File: src/sv/dtfp_pkg.sv
// Shared types, character codes and helper functions for the decimal text parser.
// No dependencies; used by dtfp_scanner, decimal_text_to_fixed_parser, dtfp_checker and the testbench.
`timescale 1ns / 1ps

package dtfp_pkg;

  // ASCII codes that the scanner tests against.
  localparam logic [7:0] CH_TAB   = 8'd9;
  localparam logic [7:0] CH_CR    = 8'd13;
  localparam logic [7:0] CH_SPACE = 8'd32;
  localparam logic [7:0] CH_PLUS  = 8'd43;
  localparam logic [7:0] CH_MINUS = 8'd45;
  localparam logic [7:0] CH_POINT = 8'd46;
  localparam logic [7:0] CH_ZERO  = 8'd48;
  localparam logic [7:0] CH_NINE  = 8'd57;

  typedef enum logic {
    PH_SKIP,
    PH_BODY
  } phase_e;

  typedef enum logic [1:0] {
    STAT_OK     = 2'd0,
    STAT_SYNTAX = 2'd1,
    STAT_RANGE  = 2'd2
  } status_e;

  typedef enum logic [1:0] {
    ST_IDLE,
    ST_DIV,
    ST_OUT
  } state_e;

  // Narrow scanner state that the sequencer samples on the terminator.
  typedef struct packed {
    logic       negative;
    logic       syntax_bad;
    logic       fraction_nonzero;
    logic [1:0] integer_part;
  } scan_flags_t;

  // Bits needed to hold 10**k, evaluated at elaboration only.
  function automatic int dig_width(input int k);
    logic [63:0] p;
    p = 64'd1;
    for (int i = 0; i < k; i++) begin
      p = p * 64'd10;
    end
    return $clog2(p);
  endfunction

endpackage

File: src/sv/dtfp_scanner.sv
// Character scanner: whitespace skip, sign, integer and fraction digit accumulators.
// Depends on dtfp_pkg for character codes, the phase enum and the flag struct.
`timescale 1ns / 1ps

module dtfp_scanner #(
  parameter int KEPT_FRAC_DIGITS = 9,
  parameter int DIG_W            = 30
) (
  input  logic                 clk_i,
  input  logic                 rst_ni,
  input  logic                 take_i,
  input  logic                 clear_i,
  input  logic [7:0]           char_i,
  output dtfp_pkg::scan_flags_t flags_o,
  output logic [DIG_W-1:0]     digits_o,
  output logic [DIG_W-1:0]     den_o
);

  localparam int CNT_W = $clog2(KEPT_FRAC_DIGITS + 1);

  dtfp_pkg::phase_e phase_q, phase_d;
  logic             neg_q, neg_d;
  logic             point_q, point_d;
  logic             bad_q, bad_d;
  logic [1:0]       int_q, int_d;
  logic [DIG_W-1:0] digits_q, digits_d;
  logic [DIG_W-1:0] den_q, den_d;
  logic [CNT_W-1:0] cnt_q, cnt_d;
  logic             nz_q, nz_d;

  logic             body;
  logic [7:0]       diff;
  logic [3:0]       digit;
  logic [5:0]       int_v;

  assign diff  = char_i - dtfp_pkg::CH_ZERO;
  assign digit = diff[3:0];
  assign int_v = 6'(int_q) * 6'd10 + 6'(digit);

  always_comb begin
    phase_d  = phase_q;
    neg_d    = neg_q;
    point_d  = point_q;
    bad_d    = bad_q;
    int_d    = int_q;
    digits_d = digits_q;
    den_d    = den_q;
    cnt_d    = cnt_q;
    nz_d     = nz_q;
    body     = 1'b0;
    if (clear_i) begin
      phase_d  = dtfp_pkg::PH_SKIP;
      neg_d    = 1'b0;
      point_d  = 1'b0;
      bad_d    = 1'b0;
      int_d    = 2'd0;
      digits_d = '0;
      den_d    = DIG_W'(1);
      cnt_d    = '0;
      nz_d     = 1'b0;
    end else if (take_i) begin
      if (phase_q == dtfp_pkg::PH_SKIP) begin
        if (!(char_i inside {dtfp_pkg::CH_SPACE, [dtfp_pkg::CH_TAB:dtfp_pkg::CH_CR]})) begin
          phase_d = dtfp_pkg::PH_BODY;
          if (char_i == dtfp_pkg::CH_PLUS || char_i == dtfp_pkg::CH_MINUS) begin
            neg_d = (char_i == dtfp_pkg::CH_MINUS);
          end else begin
            body = 1'b1;
          end
        end
      end else begin
        body = 1'b1;
      end
    end

    if (body) begin
      if (char_i == dtfp_pkg::CH_POINT) begin
        if (point_q) begin
          bad_d = 1'b1;
        end
        point_d = 1'b1;
      end else if (char_i inside {[dtfp_pkg::CH_ZERO:dtfp_pkg::CH_NINE]}) begin
        if (!point_q) begin
          int_d = (int_v > 6'd3) ? 2'd3 : int_v[1:0];
        end else if (cnt_q < CNT_W'(KEPT_FRAC_DIGITS)) begin
          // Times ten as two shifts and an add; the value stays below 10**kept.
          digits_d = DIG_W'((digits_q << 3) + (digits_q << 1) + DIG_W'(digit));
          den_d    = DIG_W'((den_q << 3) + (den_q << 1));
          cnt_d    = cnt_q + CNT_W'(1);
        end else if (digit != 4'd0) begin
          nz_d = 1'b1;
        end
      end else begin
        bad_d = 1'b1;
      end
    end
  end

  always_ff @(posedge clk_i or negedge rst_ni) begin
    if (!rst_ni) begin
      phase_q  <= dtfp_pkg::PH_SKIP;
      neg_q    <= 1'b0;
      point_q  <= 1'b0;
      bad_q    <= 1'b0;
      int_q    <= 2'd0;
      digits_q <= '0;
      den_q    <= DIG_W'(1);
      cnt_q    <= '0;
      nz_q     <= 1'b0;
    end else begin
      phase_q  <= phase_d;
      neg_q    <= neg_d;
      point_q  <= point_d;
      bad_q    <= bad_d;
      int_q    <= int_d;
      digits_q <= digits_d;
      den_q    <= den_d;
      cnt_q    <= cnt_d;
      nz_q     <= nz_d;
    end
  end

  assign flags_o.negative         = neg_q;
  assign flags_o.syntax_bad       = bad_q;
  assign flags_o.fraction_nonzero = nz_q;
  assign flags_o.integer_part     = int_q;
  assign digits_o                 = digits_q;
  assign den_o                    = den_q;

endmodule

File: src/sv/dtfp_divider.sv
// Restoring divider: one shared compare-and-subtract step per cycle, one quotient bit each.
// Produces floor(dividend * 2**FRAC_BITS / divisor) for dividend below divisor. No package use.
`timescale 1ns / 1ps

module dtfp_divider #(
  parameter int FRAC_BITS = 28,
  parameter int DIG_W     = 30
) (
  input  logic                 clk_i,
  input  logic                 rst_ni,
  input  logic                 start_i,
  input  logic [DIG_W-1:0]     dividend_i,
  input  logic [DIG_W-1:0]     divisor_i,
  output logic [FRAC_BITS-1:0] quotient_o,
  output logic                 done_o
);

  localparam int CNT_W = $clog2(FRAC_BITS + 1);

  logic [DIG_W-1:0]     rem_q, rem_d;
  logic [DIG_W-1:0]     den_q;
  logic [FRAC_BITS-1:0] quo_q, quo_d;
  logic [CNT_W-1:0]     cnt_q, cnt_d;
  logic                 done_q, done_d;
  logic [DIG_W:0]       rem2;
  logic                 fits;

  assign rem2 = {rem_q, 1'b0};
  assign fits = (rem2 >= {1'b0, den_q});

  always_comb begin
    rem_d  = rem_q;
    quo_d  = quo_q;
    cnt_d  = cnt_q;
    done_d = 1'b0;
    if (start_i) begin
      rem_d = dividend_i;
      quo_d = '0;
      cnt_d = CNT_W'(FRAC_BITS);
    end else if (cnt_q != '0) begin
      rem_d  = fits ? DIG_W'(rem2 - {1'b0, den_q}) : DIG_W'(rem2);
      quo_d  = {quo_q[FRAC_BITS-2:0], fits};
      cnt_d  = cnt_q - CNT_W'(1);
      done_d = (cnt_q == CNT_W'(1));
    end
  end

  always_ff @(posedge clk_i or negedge rst_ni) begin
    if (!rst_ni) begin
      cnt_q  <= '0;
      done_q <= 1'b0;
    end else begin
      cnt_q  <= cnt_d;
      done_q <= done_d;
    end
  end

  always_ff @(posedge clk_i) begin
    rem_q <= rem_d;
    quo_q <= quo_d;
    if (start_i) begin
      den_q <= divisor_i;
    end
  end

  assign quotient_o = quo_q;
  assign done_o     = done_q;

endmodule

File: src/sv/decimal_text_to_fixed_parser.sv
// Top level of the decimal text to signed fixed-point parser and its sequencer.
// Depends on dtfp_pkg, dtfp_scanner and dtfp_divider.
//
// Usage: send the ASCII text of a number on the slave stream, one character per
// transaction in tdata, then a terminator transaction with tlast high (its tdata is
// ignored). tuser carries the component tag, which is echoed with the result.
// Each terminator yields one result on the master stream: the value in tdata
// (signed, FRAC_BITS fraction bits, zero unless the status is ok) and in tuser the
// status (ok, syntax error, magnitude above two) and the echoed tag.
// Characters are taken while the sequencer is idle. After a valid terminator tready
// stays low while the divider forms the quotient, while its done flag is registered
// and until the output register is loaded, and the result is valid once that
// register is loaded. After an error terminator tready is low only until the output
// register is loaded, which waits while an earlier result is still not taken.
// The result waits in an output register; while it is not taken the block keeps
// reading characters, and a further terminator is taken but then holds tready low
// until that register frees.
// Reset returns the scanner to whitespace skipping and drops any pending result.
`timescale 1ns / 1ps

module decimal_text_to_fixed_parser #(
  parameter int FRAC_BITS        = 28,
  parameter int KEPT_FRAC_DIGITS = 9
) (
  input  logic                                    clk_i,
  input  logic                                    rst_ni,
  input  logic                                    s_axis_tvalid_i,
  output logic                                    s_axis_tready_o,
  input  logic [7:0]                              s_axis_tdata_i,  // [7:0] character
  input  logic                                    s_axis_tlast_i,  // end_of_string
  input  logic                                    s_axis_tuser_i,  // [0] component
  output logic                                    m_axis_tvalid_o,
  input  logic                                    m_axis_tready_i,
  output logic [((FRAC_BITS + 3 + 7) / 8) * 8-1:0] m_axis_tdata_o, // value, zero pad
  output logic [2:0]                              m_axis_tuser_o   // [1:0] status, [2] comp
);

  localparam int VAL_W   = FRAC_BITS + 3;
  localparam int TDATA_W = ((FRAC_BITS + 3 + 7) / 8) * 8;
  localparam int DIG_W   = dtfp_pkg::dig_width(KEPT_FRAC_DIGITS);

  dtfp_pkg::state_e      state_q, state_d;
  dtfp_pkg::scan_flags_t flags;
  logic [DIG_W-1:0]      digits;
  logic [DIG_W-1:0]      den;
  logic [FRAC_BITS-1:0]  quotient;
  logic                  div_done;
  logic                  div_start;
  logic                  in_acc;
  logic                  term_acc;
  logic                  load_out;
  logic                  range_bad;
  dtfp_pkg::status_e     stat_now;

  dtfp_pkg::status_e     stat_q;
  logic                  neg_q;
  logic [1:0]            int_q;
  logic                  comp_q;

  logic                  m_valid_q, m_valid_d;
  logic [VAL_W-1:0]      m_value_q;
  dtfp_pkg::status_e     m_stat_q;
  logic                  m_comp_q;
  logic [VAL_W-1:0]      mag;

  assign in_acc   = s_axis_tvalid_i && s_axis_tready_o;
  assign term_acc = in_acc && s_axis_tlast_i;

  dtfp_scanner #(
    .KEPT_FRAC_DIGITS(KEPT_FRAC_DIGITS),
    .DIG_W           (DIG_W)
  ) u_scanner (
    .clk_i   (clk_i),
    .rst_ni  (rst_ni),
    .take_i  (in_acc && !s_axis_tlast_i),
    .clear_i (term_acc),
    .char_i  (s_axis_tdata_i),
    .flags_o (flags),
    .digits_o(digits),
    .den_o   (den)
  );

  dtfp_divider #(
    .FRAC_BITS(FRAC_BITS),
    .DIG_W    (DIG_W)
  ) u_divider (
    .clk_i     (clk_i),
    .rst_ni    (rst_ni),
    .start_i   (div_start),
    .dividend_i(digits),
    .divisor_i (den),
    .quotient_o(quotient),
    .done_o    (div_done)
  );

  // Exact range test: an integer part of two passes only with an all-zero fraction,
  // dropped digits included.
  assign range_bad = (flags.integer_part == 2'd3) ||
                     (flags.integer_part == 2'd2 &&
                      (digits != '0 || flags.fraction_nonzero));

  always_comb begin
    if (flags.syntax_bad) begin
      stat_now = dtfp_pkg::STAT_SYNTAX;
    end else if (range_bad) begin
      stat_now = dtfp_pkg::STAT_RANGE;
    end else begin
      stat_now = dtfp_pkg::STAT_OK;
    end
  end

  // Next state.
  always_comb begin
    state_d = state_q;
    case (state_q)
      dtfp_pkg::ST_IDLE: begin
        if (term_acc) begin
          state_d = (stat_now == dtfp_pkg::STAT_OK) ? dtfp_pkg::ST_DIV : dtfp_pkg::ST_OUT;
        end
      end
      dtfp_pkg::ST_DIV: begin
        if (div_done) begin
          state_d = dtfp_pkg::ST_OUT;
        end
      end
      dtfp_pkg::ST_OUT: begin
        if (!m_valid_q || m_axis_tready_i) begin
          state_d = dtfp_pkg::ST_IDLE;
        end
      end
      default: state_d = dtfp_pkg::ST_IDLE;
    endcase
  end

  // Sequencer outputs.
  always_comb begin
    s_axis_tready_o = 1'b0;
    div_start       = 1'b0;
    load_out        = 1'b0;
    case (state_q)
      dtfp_pkg::ST_IDLE: begin
        s_axis_tready_o = 1'b1;
        div_start       = term_acc && (stat_now == dtfp_pkg::STAT_OK);
      end
      dtfp_pkg::ST_DIV: begin
      end
      dtfp_pkg::ST_OUT: begin
        load_out = !m_valid_q || m_axis_tready_i;
      end
      default: begin
      end
    endcase
  end

  assign mag = (stat_q == dtfp_pkg::STAT_OK) ? {1'b0, int_q, quotient} : '0;

  always_comb begin
    m_valid_d = m_valid_q;
    if (load_out) begin
      m_valid_d = 1'b1;
    end else if (m_axis_tready_i) begin
      m_valid_d = 1'b0;
    end
  end

  always_ff @(posedge clk_i or negedge rst_ni) begin
    if (!rst_ni) begin
      state_q   <= dtfp_pkg::ST_IDLE;
      m_valid_q <= 1'b0;
    end else begin
      state_q   <= state_d;
      m_valid_q <= m_valid_d;
    end
  end

  always_ff @(posedge clk_i) begin
    if (term_acc) begin
      stat_q <= stat_now;
      neg_q  <= flags.negative;
      int_q  <= flags.integer_part;
      comp_q <= s_axis_tuser_i;
    end
    if (load_out) begin
      m_value_q <= neg_q ? (VAL_W'(0) - mag) : mag;
      m_stat_q  <= stat_q;
      m_comp_q  <= comp_q;
    end
  end

  assign m_axis_tvalid_o = m_valid_q;
  assign m_axis_tdata_o  = TDATA_W'(m_value_q);
  assign m_axis_tuser_o  = {m_comp_q, m_stat_q};

  // An error result never carries a nonzero value.
  a_err_zero: assert property (@(posedge clk_i) disable iff (!rst_ni)
    m_axis_tvalid_o && m_axis_tuser_o[1:0] != dtfp_pkg::STAT_OK |->
      m_axis_tdata_o == '0)
    else $error("error result with nonzero value");

  // Status code three is never produced.
  a_no_code3: assert property (@(posedge clk_i) disable iff (!rst_ni)
    m_axis_tvalid_o |-> m_axis_tuser_o[1:0] != 2'b11)
    else $error("invalid status code");

  // A terminator always takes the block out of the idle state.
  a_term_busy: assert property (@(posedge clk_i) disable iff (!rst_ni)
    s_axis_tvalid_i && s_axis_tready_o && s_axis_tlast_i |=> !s_axis_tready_o)
    else $error("terminator did not stall input");

  // The divider finishes only while the sequencer waits for it.
  a_done_in_div: assert property (@(posedge clk_i) disable iff (!rst_ni)
    div_done |-> state_q == dtfp_pkg::ST_DIV)
    else $error("divider done outside divide state");

endmodule

File: config.mk
export PLATFORM = sky130hd
export DESIGN_NAME = decimal_text_to_fixed_parser
export DESIGN_NICKNAME = d
export VERILOG_FILES = /design/src/sv/dtfp_pkg.sv /design/src/sv/dtfp_scanner.sv /design/src/sv/dtfp_divider.sv /design/src/sv/decimal_text_to_fixed_parser.sv
export SDC_FILE = /design/constraint.sdc
export NUM_CORES = 1
export LEC_CHECK = 0
export ABC_AREA = 1
export BUFFER_PORTS_ARGS = -buffer_cell sky130_fd_sc_hd__buf_2
export CAP_MARGIN = 40
export CORE_MARGIN = 2
export CORE_UTILIZATION = 34
export CTS_CLUSTER_SIZE = 24
export DETAILED_ROUTE_END_ITERATION = 8
export HOLD_SLACK_MARGIN = 0.08
export PLACE_DENSITY = 0.47
export SYNTH_ARGS = -nofsm -noshare
export SYNTH_HDL_FRONTEND = slang
export SYNTH_SLANG_ARGS = --single-unit
File: constraint.sdc
create_clock -name clk_i -period 3.4 [get_ports clk_i]
set_input_delay 0 -clock clk_i [delete_from_list [all_inputs] [get_ports clk_i]]
set_output_delay 0 -clock clk_i [all_outputs]
set_load 0.02 [all_outputs]
==> run metrics, run 1 <==
post-route cell area=17600 um2; Setup-failing EPs final=0; cell internal pwr=approximately 6.8 mW; vias in the first global route=13600; post-synthesis adder-cell area fraction=10.2%; Top Ports=51; Setup Buffers After CTS=0; synth warn=0; Via density=4.86; Rel. slew slack=about three fifths; RSZ-0062 raised after global routing=no; WL final=46600 um; ys flop type=edfxtp_1; Final Hold Vio Count=0; HP Class=in -> reg; fill count=4799; Arr. time, crit path=3.50 ns; cell area after synthesis=15500 um2; WP data required=3.89 ns; nets@finish=between 2000 and 2500; DRT iter0 DRCs=812; CTS tree=built; # rows=a little under 80; crit-path max FO=67; synth top area cells=edfxtp_1 (19%), nand2_1 (16%), dfrtp_1 (13%), ha_1 (9.6%), inv_1 (8.0%); Root Buffer Master=clkbuf_16; GRT Total Usage=19.7%; Die W=between 200 and 250 um; share of cells above drive strength 1=5.96%; syn avg cell area=7.11 um2; syn nets=2321; Worst setup EP type=flip-flop; clock tree sinks=208; total CTS buffers=27; sequential element share of the synthesized area=35.8%; clock buffer depth=3; Clock Latency Late Sink=~0.56 ns; Startpoint Class=primary input; Setup CP Type=in -> reg; DRT Pass-1 Iters=6; placed instance area=16500 um2; drc violations=0; antenna cells=0; setup TNS=0 ns; Fin Clk Skew=0.0224 ns; Worst-Margin Slew=between 0.6 and 0.7 ns; area of the die=47400 um2; asr flop ratio synth=38.5%; top-count cell post-synth=nand2_1; total congestion overflow=0; Pleak=9.18 nW; Compound-Gate Fraction of Synth Area=9.39%; number of buffers added on ports=49; first-pass GRT wire length=about 74000 um; Setup WS pre-CTS=around 0.51 ns; Die Y=218 um; pin count of the biggest net entering global routing=68; Layout area overhead=13.2%; Seq cells post-synth=208; Fmax=roughly 330 MHz; worst vdd rail ir drop=0.385 mV; via count=14000; Starting Density=34.4%; clock slew at reported path FFs=0.06 ns; simple-gate share of the synthesized area=30.2%; Final Slew Violations=0; DR WL/cell=16.2 um; H-Tree Depth=1; HPWL Detailed=36300 um; largest family of logic cells by synthesized area=simple AND/OR/NAND/NOR gates; Pwr per Cell Area=669 nW/um2; Post-CTS Hold Fix Bufs=23; Synth Instances=approximately 2200; post-synth top area share=slightly below 20%; proportion of synthesized area in mux cells=0.709%; number of synthesized flops with an enable pin=100; clock network fraction of design power=approximately a quarter; outcome=finished, final reports clean; Tmin final=~3.0 ns; initial antenna violation count=0; Yosys cell types=50; Post-CTS Resized=0; Logic pwr share=44.7%; switch share=41.7%; max-cap violation count=0; Post-Synth XOR/XNOR Area=under 10%; period utilization=88.7%; final worst slack=0.384 ns; Commonest cells post-synth=nand2_1 (645), inv_1 (329), nor2_1 (209), nand3_1 (159), ha_1 (119); GP Congestion=between 0.9 and 1; Sequential Power Share=31.8%; Placeable Area=45200 um2; net switching power figure=4.90 mW; Routed Antenna Nets=0; Synth area leader=edfxtp_1
## worst paths after layout
path | startpoint | to | slack, ns | depth (start not counted)
worst max-delay path | s_axis_tdata_i[2] | u_scanner.den_o[29]$_DFF_PN0_ | 0.38 | 15
worst min-delay path | s_axis_tuser_i | comp_q$_DFFE_PP_ | 0.14 | 2
worst max register to register | u_scanner.digits_o[0]$_DFF_PN0_ | u_scanner.digits_o[28]$_DFF_PN0_ | 0.45 | 14
worst min register to register | comp_q$_DFFE_PP_ | m_comp_q$_DFFE_PP_ | 0.42 | 0
max in group asynchronous | rst_ni | u_scanner.den_o[0]$_DFF_PN1_ | 2.51 | 4
min in group asynchronous | rst_ni | u_scanner.digits_o[25]$_DFF_PN0_ | 0.58 | 4
## power by group through the flow
stage	Sequential (mW)	Combinational, mW	Clock [mW]
floorplan	3.83	3.73	0
CTS	3.74	5.28	2.85
global placement	3.78	5.20	0
detailed placement	3.79	5.22	0
finish	3.73	5.26	2.76
global route	3.80	5.99	2.97
## layout make-up
cell class | instances | area, um2 | share of cell area, %
multi-input cells | 1593 | 8440 | 48.0
repair buffers | 95 | 706 | 4.02
clock buffers | 39 | 752 | 4.28
well taps | 600 | 751 | 4.27
inverters | 335 | 1260 | 7.17
clock inverters | 11 | 97.6 | 0.555
flip-flops and latches | 208 | 5570 | 31.7
## sequential cells by signal (all words and copies together), names as in the netlist, 4 cells and up
| register | flops |
|---|---|
| u_divider.quotient_o | 28 |
| u_divider.den_q | 30 |
| u_scanner.den_o | 30 |
| u_divider.rem_q | 30 |
| m_value_q | 31 |
| u_scanner.cnt_q | 4 |
| u_scanner.digits_o | 30 |
| u_divider.cnt_q | 5 |
## placed cells by master (no fill, tap or decap), types with 5 or more instances in the layout
master / netlist / final
a21oi_1: 110 / 110
buf_2: 19 / 48
buf_4: 4 / 21
clkbuf_1: 17 / 10
clkbuf_16: 0 / 28
clkinv_1: 1 / 5
dfrtp_1: 79 / 79
dfxtp_1: 28 / 28
dlygate4sd3_1: 0 / 22
edfxtp_1: 100 / 100
fa_1: 5 / 5
ha_1: 119 / 119
inv_1: 329 / 329
mux2i_1: 11 / 11
nand2_1: 645 / 645
nand3_1: 159 / 159
nand3b_1: 20 / 20
nand4_1: 33 / 33
nor2_1: 209 / 208
nor2_2: 5 / 5
nor3_1: 22 / 22
o211ai_1: 5 / 5
o21a_1: 5 / 5
o21ai_0: 110 / 110
o21ai_1: 16 / 16
o21bai_1: 10 / 10
xnor2_1: 29 / 29
xor2_1: 38 / 38
## cells by family after synthesis
logic type,Yosys count
XOR/XNOR,67
multiplexers,11
AND/OR/NAND/NOR,1118
AO/OA/AOI/OAI,272
flip-flops,208
other,1
buffers and inverters,382
adder cells (fa/ha/maj),124
## routing by layer
metal / track usage, % / vias up / share of wire [%]
li1: - / 7203 / -
met5: 0 / - / 0
met4: 4.32 / 0 / 1.7
met1: 28.7 / 6467 / 50
met3: 2.20 / 43 / 4.4
met2: 31.3 / 279 / 44
## metrics by stage
step	cells	hold WS (ns)	utilization, %	power [mW]
after global placement	2807	0.0613	36.4	8.98
after detailed placement	2808	0.0813	36.5	9.00
after floorplan	2183	-0.296	-	7.56
after CTS	2881	0.119	38.9	11.9
final	2881	0.144	38.9	11.8
after global routing	2881	0.146	38.9	12.8
## worst max-delay path: stages
cell,delay [ns]
dlygate4sd3_1,0.52
buf_2,0.20
nand2_1,0.07
dlygate4sd3_1,0.57
nor3_1,0.13
dlygate4sd3_1,0.57
nand2_1,0.07
nand2_1,0.14
a21boi_4,0.09
nand3_4,0.10
buf_12,0.29
nand2_1,0.24
inv_2,0.31
nand2_1,0.11
nand2_1,0.08
Note: power is estimated with default switching activity, not from simulation.
==> run 2, diff against run 1 <==
--- a/config.mk
+++ b/config.mk
@@ -13,7 +13,7 @@
 export CTS_CLUSTER_SIZE = 24
 export DETAILED_ROUTE_END_ITERATION = 8
 export HOLD_SLACK_MARGIN = 0.08
-export PLACE_DENSITY = 0.47
+export PLACE_DENSITY = 0.49
 export SYNTH_ARGS = -nofsm -noshare
 export SYNTH_HDL_FRONTEND = slang
 export SYNTH_SLANG_ARGS = --single-unit
==> constraint.sdc (replaced) <==
create_clock -name clk_i -period 2.6 [get_ports clk_i]
set_input_delay 0 -clock clk_i [delete_from_list [all_inputs] [get_ports clk_i]]
set_output_delay 0 -clock clk_i [all_outputs]
set_load 0.02 [all_outputs]
==> run 2 against run 1 <==
- sequential share of layout area fell by 0.65 points
- non-clock buffer count increased by 28
- first-iteration DRC count is 11% higher
- global-route usage is 0.21 points lower
- combinational power increased by 35%
- worst hold slack got worse by 0.0045 ns
- flip-flop and latch count is the same
- largest cell class unchanged
==> run metrics, run 2 (synthesized netlist as in run 1, its figures left out) <==
via count=around 14000; WP data required=2.91 ns; Pwr per Cell Area=approximately 870 nW/um2; Startpoint Class=flip-flop; drc violations=0; max FFs per register=31; max-cap violation count=0; crit-path max FO=14; switch share=about two fifths; period utilization=95.1%; fill count=4718; DRT iter0 DRCs=902; DR WL/cell=15.8 um; Placeable Area=~45000 um2; Fmax=approximately 400 MHz; GP Congestion=0.901; Sequential Area=5570 um2; total congestion overflow=0; DRT Pass-1 Iters=5; GRT Total Usage=between 10% and 20%; Die W=approximately 220 um; Die Y=roughly 220 um; WL final=46000 um; Routed Antenna Nets=0; antenna cells=0; cell internal pwr=9.20 mW; Starting Density=about a third; clock slew at reported path FFs=0.06 ns; area of the die=47400 um2; # rows=78; Fin Clk Skew=approximately 0.014 ns; Arr. time, crit path=roughly 2.8 ns; HP Class=in -> reg; Top Ports=between 50 and 60; CTS tree=built; Clock Latency Late Sink=0.56 ns; Sequential Power Share=31.0%; Pleak=~9.4 nW; Worst path slowest cell=edfxtp_1; CP cell instances=ha_1, a21oi_1, nand2_1, nand2_1, nand2_1, a21oi_1, nand3_4, buf_12, nor2_1, nor2_1, nand2_1, nand2_1; nets@finish=2425; vias in the first global route=13600; Layout area overhead=15.6%; share of cells above drive strength 1=between 8 and 9%; clock network fraction of design power=23.5%; Setup-failing EPs final=0; final worst slack=approximately 0.13 ns; total CTS buffers=26; most frequent cells in the layout=nand2_1 (636), inv_1 (329), nor2_1 (204), nand3_1 (154), ha_1 (118); HPWL Detailed=about 36000 um; commonest non-fill, non-tap cell in the layout=nand2_1; initial antenna violation count=1; Worst-Margin Slew=between 0.5 and 0.6 ns; net switching power figure=6.46 mW; Tmin final=2.47 ns; clock buffer depth=3; outcome=finished, final reports clean; clock tree sinks=208; Final Slew Violations=0; first-pass GRT wire length=73600 um; pin count of the biggest net entering global routing=50; footprint of the multi-input gates=8540 um2; Tot Pwr=15.7 mW; most frequent cell on the critical path=nand2_1; Setup CP Type=reg -> reg; worst vdd rail ir drop=0.550 mV; number of buffers added on ports=49; Root Buffer Master=clkbuf_16; Largest Register=m_value_q; Logic pwr share=45.5%; CP peak stage delay=~0.4 ns; Setup WS pre-CTS=0.00291 ns; setup TNS=0 ns; Final Hold Vio Count=0; Worst setup EP type=flip-flop; Min Hold Slack=0.140 ns; Rel. slew slack=60.9%; H-Tree Depth=1; Via density=4.87
-- run 2: power groups by stage --
| stage | logic, mW | clock network [mW] | registers, mW |
|---|---|---|---|
| after floorplan | 4.88 | 0 | 5.00 |
| after detailed placement | 6.99 | 0 | 4.92 |
| after global placement | 6.95 | 0 | 4.90 |
| final | 7.12 | 3.68 | 4.86 |
| after global routing | 8.10 | 3.89 | 4.93 |
| after CTS | 7.06 | 3.78 | 4.86 |
-- run 2: final cells by class --
cell class | instances | share of cell area [%]
Clock buffer | 34 | 4.08
Clock inverter | 14 | 0.697
Inverter | 335 | 7.02
Multi-Input combinational cell | 1593 | 47.6
Sequential cell | 208 | 31.0
Tap cell | 600 | 4.18
Timing Repair Buffer | 123 | 5.38
-- run 2: layer usage --
layer	global-route usage, %	vias to the layer above	share of wire, %
li1	-	7251	-
met1	28.1	6590	50
met2	31.3	247	44
met3	2.13	64	3.7
met4	4.41	0	2.1
met5	0	-	0
-- run 2: final timing paths --
path                                                     from                             to  slack, ns  depth (start not counted)
worst max-delay path            u_divider.rem_q[17]$_DFFE_PP_  u_divider.rem_q[21]$_DFFE_PP_       0.13                         12
worst min-delay path                        s_axis_tdata_i[6]      u_scanner.bad_q$_DFF_PN0_       0.14                          7
worst max register to register  u_divider.rem_q[17]$_DFFE_PP_  u_divider.rem_q[21]$_DFFE_PP_       0.13                         12
worst min register to register               comp_q$_DFFE_PP_             m_comp_q$_DFFE_PP_       0.42                          0
max in group asynchronous                              rst_ni   u_scanner.den_o[0]$_DFF_PN1_       1.75                          4
min in group asynchronous                              rst_ni   u_scanner.den_o[3]$_DFF_PN0_       0.56                          4
-- run 2: metrics by stage --
stage          util (%)  std cells  cell area, um2
2_1_floorplan         -       2183           15500
3_3_place_gp       37.0       2834           16700
3_5_place_dp       37.0       2834           16700
4_1_cts            39.4       2905           17800
5_1_grt            39.7       2907           17900
6_report           39.7       2907           17900
-- run 2: critical path, delay by kind of cell (launching register included) --
| kind | cells | cell delay [ns] |
|---|---|---|
| flops | 1 | 0.39 |
| compound gates | 2 | 0.56 |
| buf+inv | 1 | 0.20 |
| simple gates | 8 | 0.69 |
| fa+ha+maj | 1 | 0.37 |
-- run 2: timing repair --
item                                    4_1_cts  5_1_grt
buffers inserted                              0        2
hold endpoints to repair                    100        0
hold buffers                                 23        0
resized for setup                             1       31
pin swaps                                     1        3
endpoints found under the setup margin        1       53
==> run 3, diff against run 2 <==
--- a/config.mk
+++ b/config.mk
@@ -8,6 +8,7 @@
 export ABC_AREA = 1
 export BUFFER_PORTS_ARGS = -buffer_cell sky130_fd_sc_hd__buf_2
 export CAP_MARGIN = 40
+export CORE_ASPECT_RATIO = 0.7
 export CORE_MARGIN = 2
 export CORE_UTILIZATION = 34
 export CTS_CLUSTER_SIZE = 24
==> run 3 against run 2 <==
- combinational power grew 12%
- count of clock-buffer cells in the layout rose by 1
- clock skew rose by 0.011 ns
- core utilization is 0.84 points higher
- clock power shrank 7.6%
- critical path depth up 3
- worst hold slack better by 0.011 ns
- largest power group unchanged
==> run metrics, run 3 (synthesized netlist as in run 1, its figures left out) <==
fill count=4712; crit-path max FO=7; Starting Density=34.5%; Top Ports=51; Startpoint Class=flip-flop; Die Y=183 um; total CTS buffers=25; # rows=65; Routed Antenna Nets=0; post-route insts no fill=2916; H-Tree Depth=1; outcome=finished, final reports clean; Final Slew Violations=0; Via density=between 4 and 5; nets@finish=2431; Rel. slew slack=65.4%; area of the die=47400 um2; placed cell count=2839; WL final=around 49000 um; Pwr per Cell Area=893 nW/um2; total congestion overflow=0; CTS tree=built; CP cell instances=inv_1, ha_4, nand2_1, nand2_1, nand2_1, nand2_1, a21oi_1, nand2_1, nand2_2, nand3_4, buf_12, nor2_1, nor2_1, nand2_1, nand2_1; HP Class=in -> reg; clock tree sinks=~210; most frequent cell on the critical path=nand2_1; vias in the first global route=13300; GP Congestion=roughly 0.94; number of buffers added on ports=49; HPWL Detailed=38100 um; WP data required=2.89 ns; max-cap violation count=0; clock buffer depth=3; Worst R2R Start=u_divider.den_q[8]$_DFFE_PP_; Layout area overhead=17.6%; period utilization=95.7%; Die W=259 um; Setup-failing EPs final=0; Fmax=402 MHz; GRT Total Usage=slightly above 20%; commonest non-fill, non-tap cell in the layout=nand2_1; Setup CP Type=reg -> reg; Worst path slowest cell=edfxtp_1; CP startpoint=u_divider.den_q[8]$_DFFE_PP_; Min Hold Slack=0.151 ns; worst vdd rail ir drop=between 0.4 and 0.5 mV; Fin Clk Skew=0.0253 ns; clock slew at reported path FFs=0.06 ns; max FFs per register=31; HP Start=s_axis_tdata_i[6]; initial antenna violation count=1; Placeable Area=~45000 um2; Tmin final=2.49 ns; Arr. time, crit path=2.78 ns; Final Hold Vio Count=0; DRT iter0 DRCs=1302; drc violations=0; Largest Register=m_value_q; share of cells above drive strength 1=9.90%; CP peak stage delay=0.39 ns; first-pass GRT wire length=75700 um; DRT Pass-1 Iters=6; DR WL/cell=16.8 um; via count=14600; Clock Latency Late Sink=0.55 ns; most frequent cells in the layout=nand2_1 (636), inv_1 (326), nor2_1 (203), nand3_1 (151), o21ai_0 (109); Root Buffer Master=clkbuf_16; Pleak=~9.5 nW; pin count of the biggest net entering global routing=58; Worst-Margin Slew=0.517 ns; setup TNS=0 ns; Worst setup EP type=flip-flop
## run 3: path summary, 6_finish.rpt
check,to,slack (ns),cells after the start
worst max-delay path,u_divider.rem_q[26]$_DFFE_PP_,0.11,15
worst min-delay path,u_scanner.digits_o[3]$_DFF_PN0_,0.15,6
worst max register to register,u_divider.rem_q[26]$_DFFE_PP_,0.11,15
worst min register to register,m_comp_q$_DFFE_PP_,0.42,0
max in group asynchronous,u_scanner.den_o[7]$_DFF_PN0_,1.10,5
min in group asynchronous,u_scanner.cnt_q[2]$_DFF_PN0_,0.51,4
## run 3: timing repair
action                                 in CTS  in global routing
gates resized for setup                     1                 66
setup endpoints to repair                   1                 49
endpoints found under the hold margin     100                  0
hold buffers                               21                  0
buffers inserted                            0                  4
cloned                                      0                  4
pin swaps                                   0                  4
## run 3: critical path: cells and delay by family (launching register included)
family / cells / cell delay (ns)
AO/OA/AOI/OAI: 1 / 0.15
adder cells (fa/ha/maj): 1 / 0.26
buffers and inverters: 2 / 0.42
flip-flops: 1 / 0.39
AND/OR/NAND/NOR: 11 / 1.03
## run 3: area by class of cell
type                            instances  area, um2  area share, %
Clock buffer                           35        703           3.85
Inverter                              335       1260           6.90
Timing Repair Buffer                  130       1120           6.12
Multi-Input combinational cell       1593       8780           48.1
Antenna cell                            1       2.50         0.0137
Sequential cell                       208       5570           30.5
Tap cell                              603        754           4.13
Clock inverter                         11       83.8          0.459
## run 3: power by group
group	total (mW)	switching [mW]	internal, mW
Combinational	7.96	4.98	2.98
Clock	3.40	1.42	1.98
Sequential	4.95	0.472	4.48
Total	16.3	6.87	9.45
## run 3: routing by layer
layer	vias up	wire, um	share of wire [%]	global-route usage, %
met5	-	0	0	0
met4	0	772	1.6	3.13
met3	47	3410	7.0	3.62
met1	6810	27100	55	34.2
li1	7286	-	-	-
met2	408	17600	36	26.1
## run 3: stage by stage
step | instance area [um2] | util (%) | power, mW | worst slack (ns)
finish | 18300 | 40.5 | 16.3 | 0.112
detailed placement | 16800 | 37.2 | 12.2 | -0.00683
global route | 18300 | 40.5 | 17.6 | -0.0225
floorplan | 15500 | - | 9.89 | 0.0124
global placement | 16700 | 37.1 | 12.1 | -0.00805
CTS | 17800 | 39.4 | 15.7 | 0.0354
